[config.mk]
export PLATFORM = sky130hd
export DESIGN_NAME = gregorian_date_engine_top
export DESIGN_NICKNAME = d
export VERILOG_FILES = /design/src/hw/rtl/gde_pkg.sv /design/src/hw/rtl/gde_ram.sv /design/src/hw/rtl/gde_alu.sv /design/src/hw/rtl/gde_core.sv /design/src/hw/rtl/gregorian_date_engine_top.sv
export SDC_FILE = /design/constraint.sdc
export NUM_CORES = 1
export LEC_CHECK = 0
export BUFFER_PORTS_ARGS = -buffer_cell sky130_fd_sc_hd__buf_2
export CAP_MARGIN = 10
export CORE_ASPECT_RATIO = 1.25
export CORE_MARGIN = 3
export CORE_UTILIZATION = 50
export CTS_CLUSTER_SIZE = 8
export DETAILED_ROUTE_END_ITERATION = 8
export PLACE_DENSITY = 0.67
export SLEW_MARGIN = 15
export SYNTH_ARGS = -nofsm -noshare
export SYNTH_HDL_FRONTEND = slang
export SYNTH_SLANG_ARGS = --single-unit
[constraint.sdc]
create_clock -name clk_i -period 8.3 [get_ports clk_i]
set_input_delay 0.415 -clock clk_i [delete_from_list [all_inputs] [get_ports clk_i]]
set_output_delay 0.415 -clock clk_i [all_outputs]
set_load 0.005 [all_outputs]
[src/hw/rtl/gde_pkg.sv]
// Shared types, codes and calendar helper functions of the Gregorian date engine.
package gde_pkg;

  localparam logic [11:0] YearMin = 12'd1400;
  localparam logic [11:0] YearMax = 12'd2400;
  localparam logic [8:0]  Cycle400Last = 9'd399;
  localparam int unsigned EntryWidth = 20;

  typedef enum logic [2:0] {
    MODE_WEEKDAY,
    MODE_SHIFT,
    MODE_NEXT_WD,
    MODE_NEXT_WE,
    MODE_ADD_HOL,
    MODE_COUNT,
    MODE_COMPARE,
    MODE_UNUSED
  } mode_e;

  typedef enum logic [1:0] {
    ST_OK,
    ST_INVALID,
    ST_FULL,
    ST_RANGE
  } status_e;

  typedef enum logic [3:0] {
    S_IDLE,
    S_MOD400,
    S_CHECK,
    S_MOD100,
    S_MOD7,
    S_DISPATCH,
    S_WALK,
    S_SCAN_RD,
    S_SCAN_CMP,
    S_COUNT,
    S_DONE
  } state_e;

  typedef struct packed {
    mode_e       mode;
    logic [4:0]  day;
    logic [3:0]  month;
    logic [11:0] year;
    logic [15:0] offset;
    logic [4:0]  other_day;
    logic [3:0]  other_month;
    logic [11:0] other_year;
  } request_t;

  typedef struct packed {
    status_e     status;
    logic        precedes;
    logic [4:0]  days_off;
    logic [2:0]  weekday;
    logic [11:0] year;
    logic [3:0]  month;
    logic [4:0]  day;
  } result_t;

  // leap year from the year modulo 400
  function automatic logic is_leap(logic [8:0] r400);
    logic div100;
    div100 = (r400 == 9'd0) || (r400 == 9'd100) || (r400 == 9'd200) || (r400 == 9'd300);
    return (r400 == 9'd0) || ((r400[1:0] == 2'b00) && !div100);
  endfunction

  function automatic logic [4:0] days_in(logic [3:0] m, logic leap);
    logic [4:0] n;
    unique case (m)
      4'd1, 4'd3, 4'd5, 4'd7, 4'd8, 4'd10, 4'd12: n = 5'd31;
      4'd4, 4'd6, 4'd9, 4'd11:                    n = 5'd30;
      4'd2:                                       n = leap ? 5'd29 : 5'd28;
      default:                                    n = 5'd0;
    endcase
    return n;
  endfunction

  // (13 * (m + 1)) / 5 for the shifted month 3..14
  function automatic logic [5:0] zeller_month(logic [3:0] m);
    logic [5:0] t;
    unique case (m)
      4'd3:    t = 6'd10;
      4'd4:    t = 6'd13;
      4'd5:    t = 6'd15;
      4'd6:    t = 6'd18;
      4'd7:    t = 6'd20;
      4'd8:    t = 6'd23;
      4'd9:    t = 6'd26;
      4'd10:   t = 6'd28;
      4'd11:   t = 6'd31;
      4'd12:   t = 6'd33;
      4'd13:   t = 6'd36;
      4'd14:   t = 6'd39;
      default: t = 6'd0;
    endcase
    return t;
  endfunction

endpackage

[src/hw/rtl/gde_ram.sv]
// Generic single-write, single-read RAM with registered read data.
module gde_ram #(
  parameter int unsigned WIDTH = 20,
  parameter int unsigned DEPTH = 16
) (
  input  logic                                        clk_i,
  input  logic                                        we_i,
  input  logic [((DEPTH > 1) ? $clog2(DEPTH) : 1)-1:0] waddr_i,
  input  logic [WIDTH-1:0]                            wdata_i,
  input  logic [((DEPTH > 1) ? $clog2(DEPTH) : 1)-1:0] raddr_i,
  output logic [WIDTH-1:0]                            rdata_o
);

  logic [WIDTH-1:0] mem_q [DEPTH];
  logic [WIDTH-1:0] rdata_q;

  always_ff @(posedge clk_i) begin
    if (we_i) begin
      mem_q[waddr_i] <= wdata_i;
    end
    rdata_q <= mem_q[raddr_i];
  end

  assign rdata_o = rdata_q;

endmodule

[src/hw/rtl/gde_alu.sv]
// Shared subtract-and-compare unit used for all modulo reductions.
module gde_alu (
  input  logic [11:0] a_i,
  input  logic [11:0] b_i,
  output logic [11:0] diff_o,
  output logic        ge_o
);

  logic [12:0] sub;

  assign sub    = {1'b0, a_i} - {1'b0, b_i};
  assign diff_o = sub[11:0];
  assign ge_o   = !sub[12];

endmodule

[src/hw/rtl/gde_core.sv]
// Sequencer of the date engine: validation, Zeller weekday, day walk, holiday add, month count and date compare.
module gde_core #(
  parameter int unsigned SLOTS = 16
) (
  input  logic                  clk_i,
  input  logic                  rst_ni,
  input  logic                  req_valid_i,
  input  gde_pkg::request_t     req_i,
  output logic                  req_ready_o,
  output logic                  res_valid_o,
  output gde_pkg::result_t      res_o,
  input  logic                  res_ready_i,
  output logic                  ram_we_o,
  output logic [((SLOTS > 1) ? $clog2(SLOTS) : 1)-1:0] ram_waddr_o,
  output logic [gde_pkg::EntryWidth-1:0]              ram_wdata_o,
  output logic [((SLOTS > 1) ? $clog2(SLOTS) : 1)-1:0] ram_raddr_o,
  input  logic [gde_pkg::EntryWidth-1:0]              ram_rdata_i
);

  localparam int unsigned AW = (SLOTS > 1) ? $clog2(SLOTS) : 1;
  localparam int unsigned CW = $clog2(SLOTS + 1);

  gde_pkg::state_e  state_q, state_d;
  gde_pkg::mode_e   mode_q, mode_d;
  gde_pkg::status_e st_q, st_d;
  logic [4:0]  d_q, d_d;
  logic [3:0]  m_q, m_d;
  logic [11:0] y_q, y_d;
  logic [8:0]  r400_q, r400_d;
  logic [2:0]  wd_q, wd_d;
  logic [15:0] n_q, n_d;
  logic        back_q, back_d;
  logic [11:0] acc_q, acc_d;
  logic [5:0]  j_q, j_d;
  logic [3:0]  zm_q, zm_d;
  logic [31:0] mask_q, mask_d;
  logic [CW-1:0] idx_q, idx_d;
  logic [CW-1:0] count_q, count_d;
  logic [4:0]  cnt_q, cnt_d;
  logic        prec_q, prec_d;

  logic [11:0] alu_b, alu_diff;
  logic        alu_ge;

  gde_alu u_alu (
    .a_i   (acc_q),
    .b_i   (alu_b),
    .diff_o(alu_diff),
    .ge_o  (alu_ge)
  );

  logic        leap_cur;
  logic [4:0]  dim_cur;
  logic [4:0]  fd, bd;
  logic [3:0]  fm, bm;
  logic [11:0] fy, by;
  logic [8:0]  fr, br;
  logic [2:0]  wd_fwd, wd_back;
  logic [11:0] yoff;
  logic [14:0] key;
  logic [11:0] zsum;
  logic [2:0]  h;

  always_comb begin
    leap_cur = gde_pkg::is_leap(r400_q);
    dim_cur  = gde_pkg::days_in(m_q, leap_cur);
    wd_fwd   = (wd_q == 3'd6) ? 3'd0 : wd_q + 3'd1;
    wd_back  = (wd_q == 3'd0) ? 3'd6 : wd_q - 3'd1;
    // next day
    fd = d_q + 5'd1;
    fm = m_q;
    fy = y_q;
    fr = r400_q;
    if (d_q >= dim_cur) begin
      fd = 5'd1;
      if (m_q >= 4'd12) begin
        fm = 4'd1;
        fy = y_q + 12'd1;
        fr = (r400_q == gde_pkg::Cycle400Last) ? 9'd0 : r400_q + 9'd1;
      end else begin
        fm = m_q + 4'd1;
      end
    end
    // previous day
    bd = d_q - 5'd1;
    bm = m_q;
    by = y_q;
    br = r400_q;
    if (d_q <= 5'd1) begin
      if (m_q > 4'd1) begin
        bm = m_q - 4'd1;
      end else begin
        bm = 4'd12;
        by = y_q - 12'd1;
        br = (r400_q == 9'd0) ? gde_pkg::Cycle400Last : r400_q - 9'd1;
      end
      bd = gde_pkg::days_in(bm, gde_pkg::is_leap(br));
    end
    yoff = y_q - gde_pkg::YearMin;
    key  = {1'b0, yoff[9:0], m_q};
    zsum = {7'b0, d_q} + {6'b0, gde_pkg::zeller_month(zm_q)} + {5'b0, acc_q[6:0]}
         + {7'b0, acc_q[6:2]} + {8'b0, j_q[5:2]} + {4'b0, j_q, 2'b0} + {6'b0, j_q};
    h = acc_q[2:0];
  end

  assign ram_waddr_o = count_q[AW-1:0];
  assign ram_wdata_o = {1'b0, yoff[9:0], m_q, d_q};
  assign ram_raddr_o = idx_q[AW-1:0];

  always_comb begin
    state_d = state_q;
    mode_d  = mode_q;
    st_d    = st_q;
    d_d     = d_q;
    m_d     = m_q;
    y_d     = y_q;
    r400_d  = r400_q;
    wd_d    = wd_q;
    n_d     = n_q;
    back_d  = back_q;
    acc_d   = acc_q;
    j_d     = j_q;
    zm_d    = zm_q;
    mask_d  = mask_q;
    idx_d   = idx_q;
    count_d = count_q;
    cnt_d   = cnt_q;
    prec_d  = prec_q;
    req_ready_o = 1'b0;
    res_valid_o = 1'b0;
    ram_we_o    = 1'b0;
    unique case (state_q)
      gde_pkg::S_MOD400: alu_b = 12'd400;
      gde_pkg::S_MOD100: alu_b = 12'd100;
      default:           alu_b = 12'd7;
    endcase

    unique case (state_q)
      gde_pkg::S_IDLE: begin
        req_ready_o = 1'b1;
        if (req_valid_i) begin
          mode_d = req_i.mode;
          d_d    = (req_i.mode == gde_pkg::MODE_COUNT) ? 5'd1 : req_i.day;
          m_d    = req_i.month;
          y_d    = req_i.year;
          n_d    = req_i.offset[15] ? (~req_i.offset + 16'd1) : req_i.offset;
          back_d = req_i.offset[15];
          acc_d  = req_i.year;
          st_d   = gde_pkg::ST_OK;
          wd_d   = 3'd0;
          cnt_d  = 5'd0;
          if (req_i.year != req_i.other_year) begin
            prec_d = req_i.year < req_i.other_year;
          end else if (req_i.month != req_i.other_month) begin
            prec_d = req_i.month < req_i.other_month;
          end else begin
            prec_d = req_i.day < req_i.other_day;
          end
          if (req_i.mode == gde_pkg::MODE_COMPARE) begin
            state_d = gde_pkg::S_DONE;
          end else if (req_i.mode == gde_pkg::MODE_UNUSED) begin
            st_d    = gde_pkg::ST_INVALID;
            state_d = gde_pkg::S_DONE;
          end else begin
            state_d = gde_pkg::S_MOD400;
          end
        end
      end
      gde_pkg::S_MOD400: begin
        if (alu_ge) begin
          acc_d = alu_diff;
        end else begin
          r400_d  = acc_q[8:0];
          state_d = gde_pkg::S_CHECK;
        end
      end
      gde_pkg::S_CHECK: begin
        if (m_q == 4'd0 || m_q > 4'd12 || (mode_q != gde_pkg::MODE_COUNT &&
            (d_q == 5'd0 || d_q > dim_cur))) begin
          st_d    = gde_pkg::ST_INVALID;
          state_d = gde_pkg::S_DONE;
        end else if (y_q < gde_pkg::YearMin || y_q > gde_pkg::YearMax) begin
          st_d    = gde_pkg::ST_RANGE;
          state_d = gde_pkg::S_DONE;
        end else begin
          j_d = 6'd0;
          if (m_q < 4'd3) begin
            acc_d = y_q - 12'd1;
            zm_d  = m_q + 4'd12;
          end else begin
            acc_d = y_q;
            zm_d  = m_q;
          end
          state_d = gde_pkg::S_MOD100;
        end
      end
      gde_pkg::S_MOD100: begin
        if (alu_ge) begin
          acc_d = alu_diff;
          j_d   = j_q + 6'd1;
        end else begin
          acc_d   = zsum;
          state_d = gde_pkg::S_MOD7;
        end
      end
      gde_pkg::S_MOD7: begin
        if (alu_ge) begin
          acc_d = alu_diff;
        end else begin
          wd_d    = (h == 3'd0) ? 3'd6 : h - 3'd1;
          state_d = gde_pkg::S_DISPATCH;
        end
      end
      gde_pkg::S_DISPATCH: begin
        priority case (mode_q)
          gde_pkg::MODE_SHIFT: begin
            state_d = (n_q == 16'd0) ? gde_pkg::S_DONE : gde_pkg::S_WALK;
          end
          gde_pkg::MODE_NEXT_WD, gde_pkg::MODE_NEXT_WE: begin
            state_d = gde_pkg::S_WALK;
          end
          gde_pkg::MODE_ADD_HOL: begin
            if (count_q >= CW'(SLOTS)) begin
              st_d = gde_pkg::ST_FULL;
            end else begin
              ram_we_o = 1'b1;
              count_d  = count_q + CW'(1);
            end
            state_d = gde_pkg::S_DONE;
          end
          gde_pkg::MODE_COUNT: begin
            mask_d  = 32'd0;
            idx_d   = '0;
            state_d = (count_q == '0) ? gde_pkg::S_COUNT : gde_pkg::S_SCAN_RD;
          end
          default: state_d = gde_pkg::S_DONE;
        endcase
      end
      gde_pkg::S_WALK: begin
        if (mode_q == gde_pkg::MODE_SHIFT && back_q) begin
          d_d = bd; m_d = bm; y_d = by; r400_d = br; wd_d = wd_back;
        end else begin
          d_d = fd; m_d = fm; y_d = fy; r400_d = fr; wd_d = wd_fwd;
        end
        if (mode_q == gde_pkg::MODE_SHIFT) begin
          n_d = n_q - 16'd1;
          if (n_q == 16'd1) state_d = gde_pkg::S_DONE;
        end else if (mode_q == gde_pkg::MODE_NEXT_WD) begin
          if (wd_fwd != 3'd0 && wd_fwd != 3'd6) state_d = gde_pkg::S_DONE;
        end else begin
          if (wd_fwd == 3'd0 || wd_fwd == 3'd6) state_d = gde_pkg::S_DONE;
        end
      end
      gde_pkg::S_SCAN_RD: begin
        state_d = gde_pkg::S_SCAN_CMP;
      end
      gde_pkg::S_SCAN_CMP: begin
        if (ram_rdata_i[19:5] == key) mask_d[ram_rdata_i[4:0]] = 1'b1;
        idx_d   = idx_q + CW'(1);
        state_d = (idx_q + CW'(1) == count_q) ? gde_pkg::S_COUNT : gde_pkg::S_SCAN_RD;
      end
      gde_pkg::S_COUNT: begin
        if (wd_q == 3'd0 || wd_q == 3'd6 || mask_q[d_q]) cnt_d = cnt_q + 5'd1;
        if (d_q >= dim_cur) begin
          state_d = gde_pkg::S_DONE;
        end else begin
          d_d  = d_q + 5'd1;
          wd_d = wd_fwd;
        end
      end
      gde_pkg::S_DONE: begin
        res_valid_o = 1'b1;
        if (res_ready_i) state_d = gde_pkg::S_IDLE;
      end
      default: state_d = gde_pkg::S_IDLE;
    endcase
  end

  always_comb begin
    res_o        = '0;
    res_o.status = st_q;
    if (st_q == gde_pkg::ST_OK) begin
      unique case (mode_q)
        gde_pkg::MODE_WEEKDAY, gde_pkg::MODE_SHIFT, gde_pkg::MODE_NEXT_WD,
        gde_pkg::MODE_NEXT_WE, gde_pkg::MODE_ADD_HOL: begin
          res_o.day     = d_q;
          res_o.month   = m_q;
          res_o.year    = y_q;
          res_o.weekday = wd_q;
          if (y_q < gde_pkg::YearMin || y_q > gde_pkg::YearMax) begin
            res_o.status = gde_pkg::ST_RANGE;
          end
        end
        gde_pkg::MODE_COUNT: begin
          res_o.month    = m_q;
          res_o.year     = y_q;
          res_o.days_off = cnt_q;
        end
        gde_pkg::MODE_COMPARE: res_o.precedes = prec_q;
        default: res_o.status = gde_pkg::ST_INVALID;
      endcase
    end
  end

  always_ff @(posedge clk_i or negedge rst_ni) begin
    if (!rst_ni) begin
      state_q <= gde_pkg::S_IDLE;
      count_q <= '0;
    end else begin
      state_q <= state_d;
      count_q <= count_d;
    end
  end

  always_ff @(posedge clk_i) begin
    mode_q <= mode_d;
    st_q   <= st_d;
    d_q    <= d_d;
    m_q    <= m_d;
    y_q    <= y_d;
    r400_q <= r400_d;
    wd_q   <= wd_d;
    n_q    <= n_d;
    back_q <= back_d;
    acc_q  <= acc_d;
    j_q    <= j_d;
    zm_q   <= zm_d;
    mask_q <= mask_d;
    idx_q  <= idx_d;
    cnt_q  <= cnt_d;
    prec_q <= prec_d;
  end

endmodule

[src/hw/rtl/gregorian_date_engine_top.sv]
// Top level of the Gregorian date engine: stream ports, holiday table and result register.
// One request is worked at a time; s_axis_tready is high only while the sequencer is idle,
// and a finished result waits in the output register without blocking the next request.
// Work runs on the shared subtract unit and the one-day-per-cycle walk: validation
// and the Zeller weekday (year mod 400, mod 100 and mod 7 by repeated subtraction)
// come first, then a walk of |offset| days for a shift or to the next weekday or
// weekend day for a search, a table write for a holiday add, and a read and compare
// of each stored holiday plus one step per day of the month for a month count.
module gregorian_date_engine_top #(
  parameter int unsigned HOLIDAY_SLOTS = 16
) (
  input  logic        clk_i,
  input  logic        rst_ni,
  input  logic        s_axis_tvalid,
  output logic        s_axis_tready,
  // in_day, in_month, in_year, offset, other_day, other_month, other_year
  input  logic [63:0] s_axis_tdata,
  // mode
  input  logic [2:0]  s_axis_tuser,
  output logic        m_axis_tvalid,
  input  logic        m_axis_tready,
  // out_day, out_month, out_year, weekday, days_off, precedes, status
  output logic [31:0] m_axis_tdata
);

  localparam int unsigned AW = (HOLIDAY_SLOTS > 1) ? $clog2(HOLIDAY_SLOTS) : 1;

  gde_pkg::request_t req;
  gde_pkg::result_t  res, out_q;
  logic              res_valid, res_ready, out_valid_q;
  logic              ram_we;
  logic [AW-1:0]     ram_waddr, ram_raddr;
  logic [gde_pkg::EntryWidth-1:0] ram_wdata, ram_rdata;

  always_comb begin
    req.mode        = gde_pkg::mode_e'(s_axis_tuser);
    req.day         = s_axis_tdata[4:0];
    req.month       = s_axis_tdata[8:5];
    req.year        = s_axis_tdata[20:9];
    req.offset      = s_axis_tdata[36:21];
    req.other_day   = s_axis_tdata[41:37];
    req.other_month = s_axis_tdata[45:42];
    req.other_year  = s_axis_tdata[57:46];
  end

  gde_core #(
    .SLOTS(HOLIDAY_SLOTS)
  ) u_core (
    .clk_i      (clk_i),
    .rst_ni     (rst_ni),
    .req_valid_i(s_axis_tvalid),
    .req_i      (req),
    .req_ready_o(s_axis_tready),
    .res_valid_o(res_valid),
    .res_o      (res),
    .res_ready_i(res_ready),
    .ram_we_o   (ram_we),
    .ram_waddr_o(ram_waddr),
    .ram_wdata_o(ram_wdata),
    .ram_raddr_o(ram_raddr),
    .ram_rdata_i(ram_rdata)
  );

  gde_ram #(
    .WIDTH(gde_pkg::EntryWidth),
    .DEPTH(HOLIDAY_SLOTS)
  ) u_holidays (
    .clk_i  (clk_i),
    .we_i   (ram_we),
    .waddr_i(ram_waddr),
    .wdata_i(ram_wdata),
    .raddr_i(ram_raddr),
    .rdata_o(ram_rdata)
  );

  assign res_ready = !out_valid_q || m_axis_tready;

  always_ff @(posedge clk_i or negedge rst_ni) begin
    if (!rst_ni) begin
      out_valid_q <= 1'b0;
    end else if (res_ready) begin
      out_valid_q <= res_valid;
    end
  end

  always_ff @(posedge clk_i) begin
    if (res_ready && res_valid) begin
      out_q <= res;
    end
  end

  assign m_axis_tvalid = out_valid_q;
  assign m_axis_tdata  = out_q;

endmodule
==> impl_metrics.yaml <==
run_status:
  status: "completed"
logic_synthesis:
  ys_ff_latch: 491
  yosysMostFrequentCell: "edfxtp_1"
  synth_nets: 2002
  synthDistinctLibCells: 83
  synth_edf_count: 456
  synthTopCellsByCount: "edfxtp_1, nor2_1, inv_1"
  synth-main-ff-cell: "edfxtp_1"
  netlist_instances: 1812
  synthTopCellsByArea: "edfxtp_1, mux4_2, ha_1"
  async_flop_share: 0.0204
  ys_warn_count: 0
  seq_area_frac_synth: 0.585
  syn_area_mm2: 0.0247
  synth.largest_area_cell: "edfxtp_1"
  yosys.area.top_type_share: 0.554
  syn_avg_cell_area_um2: 13.6
min_path:
  worst_hold_path_type: "in -> reg"
  min_from: "s_axis_tuser[2]"
cells_and_area:
  nets: 2130
  final_util: 0.580
  regArea_mm2: 0.0144
  multi_input_area_mm2: 0.00955
  fillers: 3788
  antennaDiodeCount: 0
  synthToLayoutAreaGrowth_pct: 14.0
  drive_gt1_frac: 0.180
floorplan:
  rows: 90
  dieArea_mm2: 0.0521
  die_y_um: 255
  die_w_um: 205
  num_io_pins: 105
  start_util: 0.509
  core_region_area_mm2: 0.0485
detailed_routing:
  wl_um: 59400
  drc: 0
  detail_route.first_pass.iterations: 5
  antenna_left: 0
  via_per_inst: 5.90
  wire_per_inst_um: 22.5
  num_vias: 15587
  drt_iter0_markers: 1250
cts:
  cts.sinks: 491
  post-cts-setup-buffers: 0
  clk_path_buf_depth: 3
  cts_buffers: 71
  htree_levels: 3
  insertion_delay_ns: 0.59
  cts_tree: "yes"
  path_clk_slew_ns: 0.05
  clock_tree.root_cell: "clkbuf_16"
setup_path:
  critPathRequiredTime_ns: 8.74
  crit_fanout: 24
  endpoint_kind: "register"
  crit_start: "u_core.m_q[3]"
  r2r-start: "u_core.m_q[3]"
  cp.arrival_ns: 5.90
  critPathKind: "reg -> reg"
  critPathLaunchType: "register"
placement:
  io_buffers: 98
  place_hpwl_um: 38300
  gp_congestion: 0.858
  pre_cts_ws_ns: 2.90
global_routing:
  grt_pass1_wl_um: 91100
  grt_remaining_overflow: 0
  grt_max_degree: 69
  grtUsageTotal: 0.229
  first_global_vias: 15759
  antenna_found_initial: 1
pwr:
  p_per_area_mw_per_mm2: 349
  ir_worst_vdd_uv: 280
  p_leak_nw: 10.1
sta:
  setup_ws_ns: 2.84
  setup_viol_count_final: 0
  relSlewSlack: 0.280
  post-route-period-util: 0.658
  fin_crit_ns: 5.46
  skew_ns: 0.0198
  fin_setup_tns_ns: 0
  timing_hold_violations_final: 0
  tightest_slew_ns: 1.08
  max_freq_mhz: 183
  rsz0062_at_grt: "false"
  slew_violations: 0
run:
  maxCapViolCount: 0
==> metrics by stage <==
step	hold slack, ns	power, mW	std cells	area (um^2)
after detailed placement	0.315	7.13	2509	26000
after CTS	0.0339	9.85	2641	28100
after global placement	0.306	7.03	2509	26000
final	0.0582	9.82	2642	28200
after global routing	0.0435	10.4	2642	28200
after floorplan	0.119	6.18	1812	24700
==> power breakdown <==
part           internal, mW  switching (mW)
clock                  1.65            1.05
combinational          1.50            2.06
sequential             3.22           0.341
total                  6.37            3.45
==> what timing repair did <==
item                      4_1_cts  5_1_grt
hold buffers                    1        0
gates resized for setup         0        0
hold endpoints to repair       10        0
==> flip-flops by register name, indices dropped and copies added, names as in the netlist, 6 cells and up, named ones only <==
| register | count |
|---|---|
| u_core.mask_q | 32 |
| u_core.n_q | 16 |
| u_holidays.mem_q | 304 |
| u_holidays.rdata_o | 19 |
| u_core.r400_q | 9 |
| u_core.j_q | 6 |
| m_axis_tdata | 32 |
| u_core.y_q | 12 |
| u_core.acc_q | 12 |
==> layout by cell type (no fill, tap or decap), types with 34 or more instances in the layout <==
master	n
nand3_1	35
and2_1	42
buf_2	98
nand2_1	97
nor3_1	34
mux4_2	106
o21ai_0	82
xor2_1	44
buf_4	40
nor2_1	124
clkbuf_1	52
xnor2_1	81
ha_1	96
a21oi_1	107
inv_1	112
edfxtp_1	456
clkbuf_16	73
==> critical path, stage by stage (launching register included) <==
cell	delay [ns]
edfxtp_1	0.87
inv_1	0.16
ha_1	0.33
o22ai_1	0.20
nand2_1	0.06
a21oi_1	0.14
and3_1	0.19
a21boi_0	0.40
ha_1	0.34
a21o_1	0.16
a21oi_1	0.19
o21ai_0	0.11
a31oi_1	0.45
nand3_4	0.25
mux2i_1	0.44
inv_1	0.20
ha_1	0.38
mux4_2	0.46
==> worst paths after layout <==
kind	cells after the start	endpoint	slack, ns
min in group asynchronous	2	u_core.count_q[3]	0.30
setup / recovery	17	register	2.84
setup reg to reg	17	register	2.84
hold / removal	1	u_core.mode_q[2]	0.06
max in group asynchronous	2	u_core.state_q[3]	7.77
hold reg to reg	2	u_core.mask_q[22]	0.57
==> cell families after synthesis <==
logic type      Yosys count  synth area share
simple gates            456            0.0927
fa+ha+maj               119            0.0672
mux                     121             0.104
buf+inv                 197            0.0313
flops                   491             0.585
compound gates          303            0.0764
xor+xnor                125            0.0443
==> routing by layer <==
metal | wire [um] | vias to the layer above | GRT usage | part of all wire
li1 | - | 7095 | - | -
met1 | 23300 | 7914 | 0.287 | 0.39
met2 | 31400 | 468 | 0.409 | 0.53
met3 | 2780 | 110 | 0.0277 | 0.047
met4 | 1900 | 0 | 0.0846 | 0.032
met5 | 0 | - | 0 | 0
==> final cells by class <==
cell class / instances / share of cell area
Clock inverter: 6 / 0.00307
Tap cell: 644 / 0.0286
Multi-Input combinational cell: 1124 / 0.339
Timing Repair Buffer: 140 / 0.0294
Sequential cell: 491 / 0.513
Inverter: 112 / 0.0149
Clock buffer: 125 / 0.0718
Note: power is estimated with default switching activity, not from simulation.
